## src/hw/rtl/fsnm_pkg.sv

```systemverilog
// Shared types and constants for the FAT 8.3 short-name matcher.
// No dependencies; used by fsnm_name_store and fat_short_name_matcher_core.
`default_nettype none

package fsnm_pkg;

  localparam int unsigned NameLen = 11;
  localparam int unsigned BaseLen = 8;
  localparam int unsigned PosW    = 4;

  localparam logic [7:0] PadChar     = 8'h20;
  localparam logic [7:0] DotChar     = 8'h2E;
  localparam logic [7:0] NulChar     = 8'h00;
  localparam logic [7:0] DeletedMark = 8'hE5;
  localparam logic [7:0] KanjiE5     = 8'h05;
  localparam logic [7:0] LowerA      = 8'h61;
  localparam logic [7:0] LowerZ      = 8'h7A;
  localparam logic [7:0] CaseDelta   = 8'h20;
  localparam logic [7:0] AttrDir     = 8'h10;
  localparam logic [7:0] AttrVolDir  = 8'h18;

  localparam logic FuncName  = 1'b0;
  localparam logic FuncEntry = 1'b1;
  localparam logic KindName  = 1'b0;
  localparam logic KindEntry = 1'b1;

  // one search-name character handed to the name store
  typedef struct packed {
    logic       valid;
    logic [7:0] ch;
    logic       last;
  } name_cmd_t;

  // name store status back to the top level
  typedef struct packed {
    logic bad;      // current invalid flag
    logic bad_nxt;  // flag after the character in flight
    logic done;     // character in flight closes the name
  } name_stat_t;

endpackage

`default_nettype wire

```

## src/hw/rtl/fat_short_name_matcher_core.sv

```systemverilog
// FAT 8.3 short-name matcher: builds the search name, compares directory entries.
// Depends on fsnm_pkg and fsnm_name_store.
//
//   channel | handshake          | payload
//   --------+--------------------+-------------------------------------------
//   in      | in_valid/in_ready  | in_func, in_data_byte, in_last_char
//   out     | out_valid/out_ready| out_result_kind, out_name_invalid,
//           |                    | out_entry_match
//   cfg     | cfg_we             | cfg_wdata (want_directory)
//
// An item is taken into the input register, processed there and its result
// (if any) lands in the output register; one item per cycle is sustained while
// the output is not stalled. The input register advances whenever the
// output register is empty or being drained, so a waiting result holds every
// item in the input register, whether or not it produces a result. Reset
// gives a blank name, no open name or entry, and a plain-file search.
`default_nettype none

module fat_short_name_matcher_core (
  input  wire logic       clk,
  input  wire logic       rst_n,
  input  wire logic       in_valid,
  output logic            in_ready,
  input  wire logic       in_func,
  input  wire logic [7:0] in_data_byte,
  input  wire logic       in_last_char,
  output logic            out_valid,
  input  wire logic       out_ready,
  output logic            out_result_kind,
  output logic            out_name_invalid,
  output logic            out_entry_match,
  input  wire logic       cfg_we,
  input  wire logic       cfg_wdata
);

  logic                      want_dir_r;
  logic                      s_valid_r;
  logic                      s_func_r;
  logic [7:0]                s_byte_r;
  logic                      s_last_r;
  logic                      advance;

  logic [fsnm_pkg::PosW-1:0] ep_r, ep_nxt;
  logic                      differs_r, differs_nxt;
  logic                      ov_r, ov_nxt;
  logic                      okind_r, okind_nxt;
  logic                      oinv_r, oinv_nxt;
  logic                      omatch_r, omatch_nxt;
  logic                      attr_ok;

  fsnm_pkg::name_cmd_t       cmd;
  fsnm_pkg::name_stat_t      stat;
  logic [7:0]                rd_byte;

  assign advance  = s_valid_r && (!ov_r || out_ready);
  assign in_ready = !s_valid_r || advance;

  assign cmd.valid = advance && (s_func_r == fsnm_pkg::FuncName);
  assign cmd.ch    = s_byte_r;
  assign cmd.last  = s_last_r;

  fsnm_name_store u_store (
    .clk    (clk),
    .rst_n  (rst_n),
    .cmd    (cmd),
    .rd_idx (ep_r),
    .rd_byte(rd_byte),
    .stat   (stat)
  );

  assign attr_ok = want_dir_r ? ((s_byte_r & fsnm_pkg::AttrDir) != 8'h00)
                              : ((s_byte_r & fsnm_pkg::AttrVolDir) == 8'h00);

  always_comb begin
    ep_nxt      = ep_r;
    differs_nxt = differs_r;
    ov_nxt      = ov_r && !out_ready;
    okind_nxt   = okind_r;
    oinv_nxt    = oinv_r;
    omatch_nxt  = omatch_r;
    if (advance) begin
      if (s_func_r == fsnm_pkg::FuncName) begin
        if (stat.done) begin
          ov_nxt     = 1'b1;
          okind_nxt  = fsnm_pkg::KindName;
          oinv_nxt   = stat.bad_nxt;
          omatch_nxt = 1'b0;
        end
      end else if (ep_r < fsnm_pkg::PosW'(fsnm_pkg::NameLen)) begin
        if (rd_byte != s_byte_r) begin
          differs_nxt = 1'b1;
        end
        ep_nxt = ep_r + 1'b1;
      end else begin
        // attribute byte closes the entry
        ov_nxt      = 1'b1;
        okind_nxt   = fsnm_pkg::KindEntry;
        oinv_nxt    = stat.bad;
        omatch_nxt  = attr_ok && !differs_r && !stat.bad;
        ep_nxt      = '0;
        differs_nxt = 1'b0;
      end
    end
  end

  always_ff @(posedge clk) begin
    if (!rst_n) begin
      want_dir_r <= 1'b0;
      s_valid_r  <= 1'b0;
      ep_r       <= '0;
      differs_r  <= 1'b0;
      ov_r       <= 1'b0;
    end else begin
      if (cfg_we) begin
        want_dir_r <= cfg_wdata;
      end
      if (in_ready) begin
        s_valid_r <= in_valid;
      end
      ep_r      <= ep_nxt;
      differs_r <= differs_nxt;
      ov_r      <= ov_nxt;
    end
  end

  // payload registers: no reset
  always_ff @(posedge clk) begin
    if (in_valid && in_ready) begin
      s_func_r <= in_func;
      s_byte_r <= in_data_byte;
      s_last_r <= in_last_char;
    end
    okind_r  <= okind_nxt;
    oinv_r   <= oinv_nxt;
    omatch_r <= omatch_nxt;
  end

  assign out_valid        = ov_r;
  assign out_result_kind  = okind_r;
  assign out_name_invalid = oinv_r;
  assign out_entry_match  = omatch_r;

endmodule

`default_nettype wire

```

## src/hw/rtl/fsnm_name_store.sv

```systemverilog
// Builds and holds the 11-byte short name from search-name characters.
// Depends on fsnm_pkg.
`default_nettype none

module fsnm_name_store (
  input  wire logic                        clk,
  input  wire logic                        rst_n,
  input  wire fsnm_pkg::name_cmd_t         cmd,
  input  wire logic [fsnm_pkg::PosW-1:0]   rd_idx,
  output logic [7:0]                       rd_byte,
  output fsnm_pkg::name_stat_t             stat
);

  logic [7:0]                name_r [fsnm_pkg::NameLen];
  logic [7:0]                name_nxt [fsnm_pkg::NameLen];
  logic [fsnm_pkg::PosW-1:0] wp_r, wp_nxt;
  logic                      ext_r, ext_nxt;
  logic                      bad_r, bad_nxt;
  logic                      open_r, open_nxt;
  logic [7:0]                val;
  logic                      done;

  always_comb begin
    name_nxt = name_r;
    wp_nxt   = wp_r;
    ext_nxt  = ext_r;
    bad_nxt  = bad_r;
    open_nxt = open_r;
    done     = 1'b0;
    val      = cmd.ch;
    if (cmd.valid) begin
      // first character of a new name: start from a blank name
      if (!open_r) begin
        for (int k = 0; k < fsnm_pkg::NameLen; k++) begin
          name_nxt[k] = fsnm_pkg::PadChar;
        end
        wp_nxt  = '0;
        ext_nxt = 1'b0;
        bad_nxt = 1'b0;
      end
      if (cmd.ch != fsnm_pkg::NulChar && !bad_nxt) begin
        if (cmd.ch == fsnm_pkg::DotChar && !ext_nxt) begin
          ext_nxt = 1'b1;
          wp_nxt  = fsnm_pkg::PosW'(fsnm_pkg::BaseLen);
        end else if ((!ext_nxt && wp_nxt >= fsnm_pkg::PosW'(fsnm_pkg::BaseLen)) ||
                     wp_nxt >= fsnm_pkg::PosW'(fsnm_pkg::NameLen)) begin
          bad_nxt = 1'b1;
        end else begin
          if (cmd.ch == fsnm_pkg::DeletedMark && !ext_nxt && wp_nxt == '0) begin
            val = fsnm_pkg::KanjiE5;
          end else if (cmd.ch >= fsnm_pkg::LowerA && cmd.ch <= fsnm_pkg::LowerZ) begin
            val = cmd.ch - fsnm_pkg::CaseDelta;
          end
          name_nxt[wp_nxt] = val;
          wp_nxt = wp_nxt + 1'b1;
        end
      end
      done     = (cmd.ch == fsnm_pkg::NulChar) || cmd.last;
      open_nxt = !done;
    end
  end

  always_ff @(posedge clk) begin
    if (!rst_n) begin
      for (int k = 0; k < fsnm_pkg::NameLen; k++) begin
        name_r[k] <= fsnm_pkg::PadChar;
      end
      wp_r   <= '0;
      ext_r  <= 1'b0;
      bad_r  <= 1'b0;
      open_r <= 1'b0;
    end else begin
      name_r <= name_nxt;
      wp_r   <= wp_nxt;
      ext_r  <= ext_nxt;
      bad_r  <= bad_nxt;
      open_r <= open_nxt;
    end
  end

  assign rd_byte = (rd_idx < fsnm_pkg::PosW'(fsnm_pkg::NameLen)) ? name_r[rd_idx]
                                                                 : fsnm_pkg::PadChar;

  assign stat.bad     = bad_r;
  assign stat.bad_nxt = bad_nxt;
  assign stat.done    = done;

endmodule

`default_nettype wire

```

## config.mk

```make
export PLATFORM = sky130hd
export DESIGN_NAME = fat_short_name_matcher_core
export DESIGN_NICKNAME = d
export VERILOG_FILES = /design/src/hw/rtl/fsnm_pkg.sv /design/src/hw/rtl/fat_short_name_matcher_core.sv /design/src/hw/rtl/fsnm_name_store.sv
export SDC_FILE = /design/constraint.sdc
export NUM_CORES = 1
export LEC_CHECK = 0
export ABC_AREA = 1
export BUFFER_PORTS_ARGS = -buffer_cell sky130_fd_sc_hd__clkbuf_2
export CORE_UTILIZATION = 39
export CTS_CLUSTER_DIAMETER = 40
export DETAILED_ROUTE_END_ITERATION = 6
export PLACE_DENSITY_LB_ADDON = 0.1
export SYNTH_ARGS = -nofsm -noshare
export SYNTH_HDL_FRONTEND = slang
export SYNTH_SLANG_ARGS = --single-unit
export TNS_END_PERCENT = 100
```

## constraint.sdc

```tcl
create_clock -name clk -period 5.2 [get_ports clk]
set_input_delay 1.56 -clock clk [delete_from_list [all_inputs] [get_ports clk]]
set_output_delay 1.56 -clock clk [all_outputs]
set_load 0.02 [all_outputs]
```

==> results of run 1 <==
-- cells by family after synthesis --
kind of cell	Yosys count
AOI/OAI and AO/OA	200
adders and majority gates	6
buffers and inverters	159
DFF	116
and+or+nand+nor	463
-- power by group through the flow --
stage / clock network, mW / registers [mW] / logic, mW
floorplan: 0 / 0.963 / 0.149
global placement: 0 / 0.973 / 0.207
detailed placement: 0 / 0.972 / 0.208
CTS: 1.10 / 0.954 / 0.208
global route: 1.14 / 0.957 / 0.234
finish: 1.09 / 0.954 / 0.210
-- flip-flops by register name, indices dropped and copies added, names as in the netlist --
register	count
want_dir_r	1
s_byte_r	8
u_store.ext_r	1
s_valid_r	1
differs_r	1
s_func_r	1
u_store.bad_r	1
u_store.open_r	1
out_valid	1
out_result_kind	1
ep_r	4
u_store.name_r	88
s_last_r	1
out_name_invalid	1
u_store.wp_r	4
out_entry_match	1
-- path summary, 6_finish.rpt --
| kind | from | endpoint | cells after the start |
|---|---|---|---|
| worst max-delay path | out_ready | in_ready | 4 |
| worst min-delay path | u_store.name_r[66]$_SDFFE_PN0P_ | u_store.name_r[66]$_SDFFE_PN0P_ | 2 |
| worst max register to register | u_store.open_r$_SDFFE_PN0P_ | u_store.name_r[72]$_SDFFE_PN0P_ | 9 |
| worst min register to register | u_store.name_r[66]$_SDFFE_PN0P_ | u_store.name_r[66]$_SDFFE_PN0P_ | 2 |
-- critical path, stage by stage --
cell,delay [ns]
clkbuf_2,0.08
inv_1,0.06
nand3_1,0.10
clkbuf_2,0.18
-- synthesized netlist by cell type, types with 6 or more instances --
master      n  share of area
nand3_1    90          0.070
o21ai_1    10         0.0078
o21ai_0    63          0.049
dfxtp_1   103           0.32
a31oi_1     8         0.0078
nor2_1     68          0.040
nand2_1   257           0.15
inv_2      17         0.0099
a22oi_1     8         0.0093
inv_1      97          0.057
buf_2      10         0.0078
edfxtp_1   13          0.061
o211ai_1   19          0.022
a21oi_1    80          0.062
ha_1        6          0.012
clkbuf_1   25          0.015
nand2_2     6         0.0058
-- final cells by class --
class,count,area (um2),area share
Inverter,118,455,0.0632
Multi-Input combinational cell,669,3340,0.464
Clock inverter,10,85.1,0.0118
Sequential cell,116,2450,0.340
Clock buffer,22,454,0.0630
Timing Repair Buffer,26,145,0.0201
Tap cell,216,270,0.0375
-- stage by stage --
stage	utilization	cells	setup WS, ns	cell area [um2]	hold WS [ns]
2_1_floorplan	-	944	1.83	6420	0.427
3_3_place_gp	0.417	1145	1.67	6670	0.448
3_5_place_dp	0.417	1145	1.66	6670	0.450
4_1_cts	0.450	1177	1.66	7210	0.464
5_1_grt	0.450	1177	1.62	7210	0.471
6_report	0.450	1177	1.66	7210	0.461
-- routing by layer --
layer	routed length [um]	up-vias
li1	-	3105
met1	9580	2921
met2	9270	176
met3	1070	25
met4	276	0
met5	0	-
-- layout by cell type, fill, tap and decap left out, types with 5 or more instances in the layout --
cell	instances
buf_4	6
nand2_2	6
a21oi_1	80
o21ai_1	10
clkbuf_2	20
clkbuf_16	17
nand3_2	5
a22oi_1	8
a31oi_1	8
dfxtp_1	103
o211ai_1	19
nand3_1	90
inv_1	97
nand2_1	257
nor2_1	68
edfxtp_1	13
o21ai_0	63
inv_2	17
ha_1	6
clkinv_2	5
==> metrics, run 1 <==
part of the power in the clock network=0.484; Req. time, crit path=3.64 ns; Pint=1.65 mW; adder and majority cell fraction of the synthesized area=0.0117; Synth Area in Simple Gates=0.332; final hold viol count=0; Yosys cell types=44; Num CTS Buffers=17; Placer Congestion=0.829; Synth Flop Type=dfxtp_1; initial antenna violation count=0; CP Class=in -> out; Max-Cap Viols=0; syn nets=966; Psw=0.604 mW; core area=16000 um2; first-pass GRT wire length=31300 um; DRT iter0 DRCs=554; grt met2 use=0.398; switching part of the total=0.268; Leak=3.00 nW; fin. max-slew vios=0; critical path data arrival time=1.98 ns; post-cts resize count=0; Clock Latency Late Sink=0.42 ns; EDFF count, synth=13; Max IR drop VDD=0.000240 V; ant diodes=0; post-DP HPWL=13200 um; die area=17000 um2; post-route ant nets=0; Die Y=130 um; Root Driver=clkbuf_16; outcome=finished, final reports clean; FILL cells=1740; vias in the first global route=5483; Post-CTS Setup Bufs=0; Synth Instances=944; clock sinks=116; hold_buf cts=0; main combinational cell family by area after synthesis=simple AND/OR/NAND/NOR gates; Final Net Count=970; RSZ-0062 raised after global routing=no; Mapped Area=6420 um2; io pins=21; CTS tree=built; Max Clk Rate=283 MHz; htree depth=4; slew margin rel.=0.271; gr ovfl total=0; flops & latches, synth=116; Yosys warning count=0; min Tclk post-route=3.54 ns; critical path launch point type=input port; XOR/XNOR Fraction of Synth Area=0; fraction of registers with async set/reset=0; Final Power=2.26 mW; grt met3 use=0.0504; fin crit share=0.681; drt first pass iters=5; DRC violations left=0; CTS clock-pin slew for the worst setup and hold paths=0.06 ns; Reg power frac=0.423; via count=6227; Initial Utilization=0.402; Rows=46; worst min path class=reg -> reg; IO buf count=20; Post-Syn Area per Cell=6.81 um2; CP Capture Type=primary output; GR Util All Layers=0.249; maximum clock insertion buffer count=2; layout cells sized above 1=0.117; met1 usage=0.341; largest net degree at the start of global routing=81; gr busiest metal=met2; CP Max Fanout=3; R2R setup slack=2.31 ns; Power Density=313 nW/um2; Max Clock Skew=0.00667 ns; Synth Area in Compound Gates=0.176; sequential area share after synthesis=0.382; actual slew at the worst max-slew pin=1.09 ns; final setup vio count=0; Routed WL per cell=17.2 um; combinational share of power=0.093; Sum Neg Setup Slack=0 ns; via/cell ratio=5.29; Die Span X=130 um; mux contribution to synthesized area=0; WL final=20200 um; Syn-to-layout area delta=12.2%
No activity file was read; power rests on OpenSTA's default activity.
==> inputs of run 2 (changes only) <==
==> constraint.sdc (replaced) <==
create_clock -name clk -period 3.7 [get_ports clk]
set_input_delay 1.11 -clock clk [delete_from_list [all_inputs] [get_ports clk]]
set_output_delay 1.11 -clock clk [all_outputs]
set_load 0.02 [all_outputs]
==> metrics, run 2 (synthesis gave the netlist of run 1 again) <==
hold_buf cts=0 (unchanged); WL final=20400 um (+1.0%); actual slew at the worst max-slew pin=0.798 ns (-0.294 ns); gr ovfl total=0 (unchanged); initial antenna violation count=0 (unchanged); IO buf count=20 (unchanged); worst hold start=u_store.name_r[43]$_SDFFE_PN0P_; Num CTS Buffers=17 (unchanged); critical path data arrival time=1.51 ns (-0.47 ns); layout cells sized above 1=0.123 (+0.00652); dpl cell area=6720 um2 (+0.86%); via/cell ratio=5.24 (-1.0%); Post-CTS Setup Bufs=0 (unchanged); Max-Cap Viols=0 (unchanged); most frequent cells in the layout=nand2_1 (257), dfxtp_1 (103), inv_1 (97), nand3_1 (90), a21oi_1 (80); R2R setup slack=1.24 ns (-1.07 ns); fin crit share=0.709; CP Max Fanout=3 (unchanged); final hold viol count=0 (unchanged); drt first pass iters=5 (unchanged); Routed WL per cell=17.2 um (+0.51%); fin area=7270 um2 (+0.90%); Die Y=130 um (unchanged); Max Used Layer=met4; Crit Reg-Reg Startpoint=s_byte_r[1]$_DFFE_PP_; most frequent CP cell=clkbuf_2; CTS clock-pin slew for the worst setup and hold paths=0.06 ns (about the same); Die Span X=130 um (unchanged); FILL cells=1762 (+1.3%); multi-input gate area in the final layout=3340 um2 (unchanged); WL met3=1220 um (+15%); maximum clock insertion buffer count=2 (unchanged); Sum Neg Setup Slack=0 ns (unchanged); Max IR drop VDD=0.000314 V (+31%); Crit-path slowest cell=clkbuf_2; worst min path class=reg -> reg; DRC violations left=0 (unchanged); crit-path cells=clkbuf_2 -> inv_1 -> nand3_1 -> clkbuf_2; core area=16000 um2 (unchanged); GR Util All Layers=0.255 (+0.00577); Max Clk Rate=381 MHz; ant diodes=0 (unchanged); Max Clock Skew=0.00855 ns (+0.00188 ns); DRT iter0 DRCs=527 (-4.9%); fin. max-slew vios=0 (unchanged); min Tclk post-route=2.62 ns; outcome=finished, final reports clean; Rows=46 (unchanged); CTS tree=built; post-route ant nets=0 (unchanged); final setup vio count=0 (unchanged); Top reg by flops=u_store.name_r; die area=17000 um2 (unchanged); top flop regs=u_store.name_r: 88 flops, s_byte_r: 8 flops; Clock Latency Late Sink=0.42 ns (about the same); Critical Path Max Stage Delay=0.18 ns (about the same); met2 wire length=9160 um (-1.1%); post-DP HPWL=13900 um (+5.5%); commonest non-fill, non-tap cell in the layout=nand2_1; Final Net Count=976 (+0.62%); io pins=21 (unchanged); CP Capture Type=primary output; vias in the first global route=5747 (+4.8%); Req. time, crit path=2.59 ns (-1.05 ns); Placer Congestion=0.904 (+8.9%); Seq. cell area=2450 um2 (unchanged); Final Power=3.19 mW (+42%); Crit. Startpoint=out_ready; CP Class=in -> out; WL met1=9540 um (-0.41%); first-pass GRT wire length=32100 um (+2.5%); Leak=3.04 nW (+1.4%); htree depth=4 (unchanged); Initial Utilization=0.402 (unchanged); Worst Path Buf+Inv=3 (unchanged); max FFs per register=88 (unchanged); clock sinks=116 (unchanged); RSZ-0062 raised after global routing=no; Power Density=439 nW/um2 (+40%); Root Driver=clkbuf_16; largest net degree at the start of global routing=81 (unchanged); post-cts resize count=0 (unchanged); Syn-to-layout area delta=13.2%; via count=6195 (-0.51%); Top delay family on crit path=buffers and inverters; slew margin rel.=0.466 (+0.195); critical path launch point type=input port
==> run 2: cell type report <==
class / instances / area share
Multi-Input combinational cell: 669 / 0.460
Sequential cell: 116 / 0.337
Clock buffer: 22 / 0.0638
Inverter: 118 / 0.0626
Tap cell: 216 / 0.0372
Timing Repair Buffer: 32 / 0.0279
Clock inverter: 10 / 0.0114
==> run 2: metal layers <==
layer / vias to the layer above / global-route usage
met5: - / 0
met4: 0 / 0.0913
met3: 37 / 0.0574
met2: 211 / 0.394
met1: 2831 / 0.348
li1: 3116 / -
==> run 2: power breakdown <==
group	switching, mW	internal [mW]	leakage, nW
registers	0.0317	1.31	0.963
clock network	0.599	0.949	0.265
logic	0.218	0.0868	1.81
==> run 2: worst paths after layout <==
check	end	cells past startpoint
worst min-delay path	u_store.name_r[43]$_SDFFE_PN0P_	2
worst max register to register	u_store.name_r[5]$_SDFFE_PN1P_	10
worst max-delay path	in_ready	4
worst min register to register	u_store.name_r[43]$_SDFFE_PN0P_	2
==> run 2: tightest hold or removal path: stages, from the launching register on <==
cell and delay (ns):
dfxtp_1 0.30, nand2_1 0.06, a21oi_1 0.05
==> run 2: metrics by stage <==
stage               worst slack (ns)  instances  hold WS [ns]   util
CTS                             1.08       1183         0.459  0.454
detailed placement             0.813       1151         0.447  0.420
floorplan                       1.23        944         0.427      -
global placement               0.822       1151         0.449  0.420
global route                    1.03       1183         0.473  0.454
finish                          1.08       1183         0.457  0.454
==> inputs of run 3 (changes only) <==
==> constraint.sdc (replaced) <==
create_clock -name clk -period 2.65 [get_ports clk]
set_input_delay 0.795 -clock clk [delete_from_list [all_inputs] [get_ports clk]]
set_output_delay 0.795 -clock clk [all_outputs]
set_load 0.02 [all_outputs]
==> metrics, run 3 (synthesis gave the netlist of run 1 again) <==
layout cells sized above 1=0.136 (+0.0128); io pins=21 (unchanged); final hold viol count=0 (unchanged); initial antenna violation count=0 (unchanged); outcome=finished, final reports clean; Clock Latency Late Sink=0.43 ns (about the same); htree depth=4 (unchanged); CTS tree=built; vias in the first global route=5798 (+0.89%); ant diodes=0 (unchanged); WL final=20200 um (-1.1%); Num CTS Buffers=17 (unchanged); GR Util All Layers=0.256 (+0.00131); Die Y=130 um (unchanged); max FFs per register=88 (unchanged); die area=17000 um2 (unchanged); largest net degree at the start of global routing=74 (-8.6%); worst min path class=reg -> reg; Max Clock Skew=0.00774 ns (-0.000809 ns); CP Max Fanout=9 (+6); commonest non-fill, non-tap cell in the layout=nand2_1; post-cts resize count=0 (unchanged); actual slew at the worst max-slew pin=0.671 ns (-0.128 ns); IO buf count=20 (unchanged); DRC violations left=0 (unchanged); fin area=7390 um2 (+1.7%); first-pass GRT wire length=32100 um (+0.30%); core area=16000 um2 (unchanged); post-DP HPWL=14100 um (+1.2%); Req. time, crit path=3.01 ns (+0.42 ns); Placer Congestion=0.840 (-7.1%); Routed WL per cell=16.9 um (-2.1%); CP Capture Type=flop; FILL cells=1708 (-3.1%); final setup vio count=0 (unchanged); critical path data arrival time=2.58 ns (+1.07 ns); via count=6244 (+0.79%); drt first pass iters=5 (unchanged); DRT iter0 DRCs=489 (-7.2%); min Tclk post-route=2.22 ns; most frequent cells in the layout=nand2_1 (257), dfxtp_1 (103), inv_1 (97), nand3_1 (90), a21oi_1 (80); gr ovfl total=0 (unchanged); Max Clk Rate=450 MHz; Leak=3.10 nW (+2.0%); Max IR drop VDD=0.000480 V (+53%); Top reg by flops=u_store.name_r; Power Density=611 nW/um2 (+39%); via/cell ratio=5.23 (-0.22%); slew margin rel.=0.553 (+0.0870); clock sinks=116 (unchanged); Post-CTS Setup Bufs=0 (unchanged); Seq. cell area=2450 um2 (unchanged); critical path launch point type=flop; Sum Neg Setup Slack=0 ns (unchanged); Die Span X=130 um (unchanged); Syn-to-layout area delta=15.0%; top flop regs=u_store.name_r: 88 flops, s_byte_r: 8 flops; fin. max-slew vios=0 (unchanged); multi-input gate area in the final layout=3340 um2 (unchanged); post-route ant nets=0 (unchanged); Root Driver=clkbuf_16; fin crit share=0.839; CP Class=reg -> reg; dpl cell area=6830 um2 (+1.5%); Rows=46 (unchanged); Initial Utilization=0.402 (unchanged); Final Net Count=988 (+1.2%); Max-Cap Viols=0 (unchanged); RSZ-0062 raised after global routing=no; maximum clock insertion buffer count=2 (unchanged); hold_buf cts=0 (unchanged); CTS clock-pin slew for the worst setup and hold paths=0.06 ns (about the same)
run 3: path summary, 6_finish.rpt:
| check | from | slack (ns) | depth (start not counted) | end |
|---|---|---|---|---|
| hold / removal | u_store.name_r[68]$_SDFFE_PN0P_ | 0.46 | 2 | u_store.name_r[68]$_SDFFE_PN0P_ |
| setup / recovery | s_byte_r[7]$_DFFE_PP_ | 0.43 | 8 | u_store.name_r[7]$_SDFFE_PN0P_ |
| hold reg to reg | u_store.name_r[68]$_SDFFE_PN0P_ | 0.46 | 2 | u_store.name_r[68]$_SDFFE_PN0P_ |
| setup reg to reg | s_byte_r[7]$_DFFE_PP_ | 0.43 | 8 | u_store.name_r[7]$_SDFFE_PN0P_ |
run 3: critical path, stage by stage, from the launching register on:
cell and delay (ns):
edfxtp_1 0.50, inv_2 0.17, nand3_1 0.08, nor2_1 0.19, a22o_1 0.20, nand3_1 0.12, a21oi_2 0.58, nand2_1 0.15
a21oi_1 0.16
run 3: power by group:
group	switching [mW]	internal, mW	leakage, nW
Combinational	0.313	0.132	1.88
Sequential	0.0387	1.82	0.963
Clock	0.876	1.33	0.260
run 3: per-stage QoR:
step,std cells,total power [mW],setup slack (ns),utilization,hold slack (ns)
floorplan,944,2.18,0.564,-,0.427
global placement,1163,2.34,0.417,0.427,0.446
detailed placement,1163,2.34,0.387,0.427,0.450
CTS,1195,4.55,0.478,0.462,0.459
global route,1195,4.68,0.225,0.462,0.472
finish,1195,4.52,0.427,0.462,0.458
run 3: routing by layer:
metal	global-route usage	part of all wire	vias up
li1	-	-	3145
met1	0.353	0.48	2903
met2	0.399	0.45	172
met3	0.0484	0.047	24
met4	0.0899	0.019	0
met5	0	0	-
run 3: final cells by class:
type / instances / share of cell area
tap: 216 / 0.0366
inverter: 118 / 0.0616
clock buffer: 20 / 0.0618
timing repair buffer: 44 / 0.0413
sequential: 116 / 0.332
clock inverter: 12 / 0.0146
multi-input combinational: 669 / 0.452
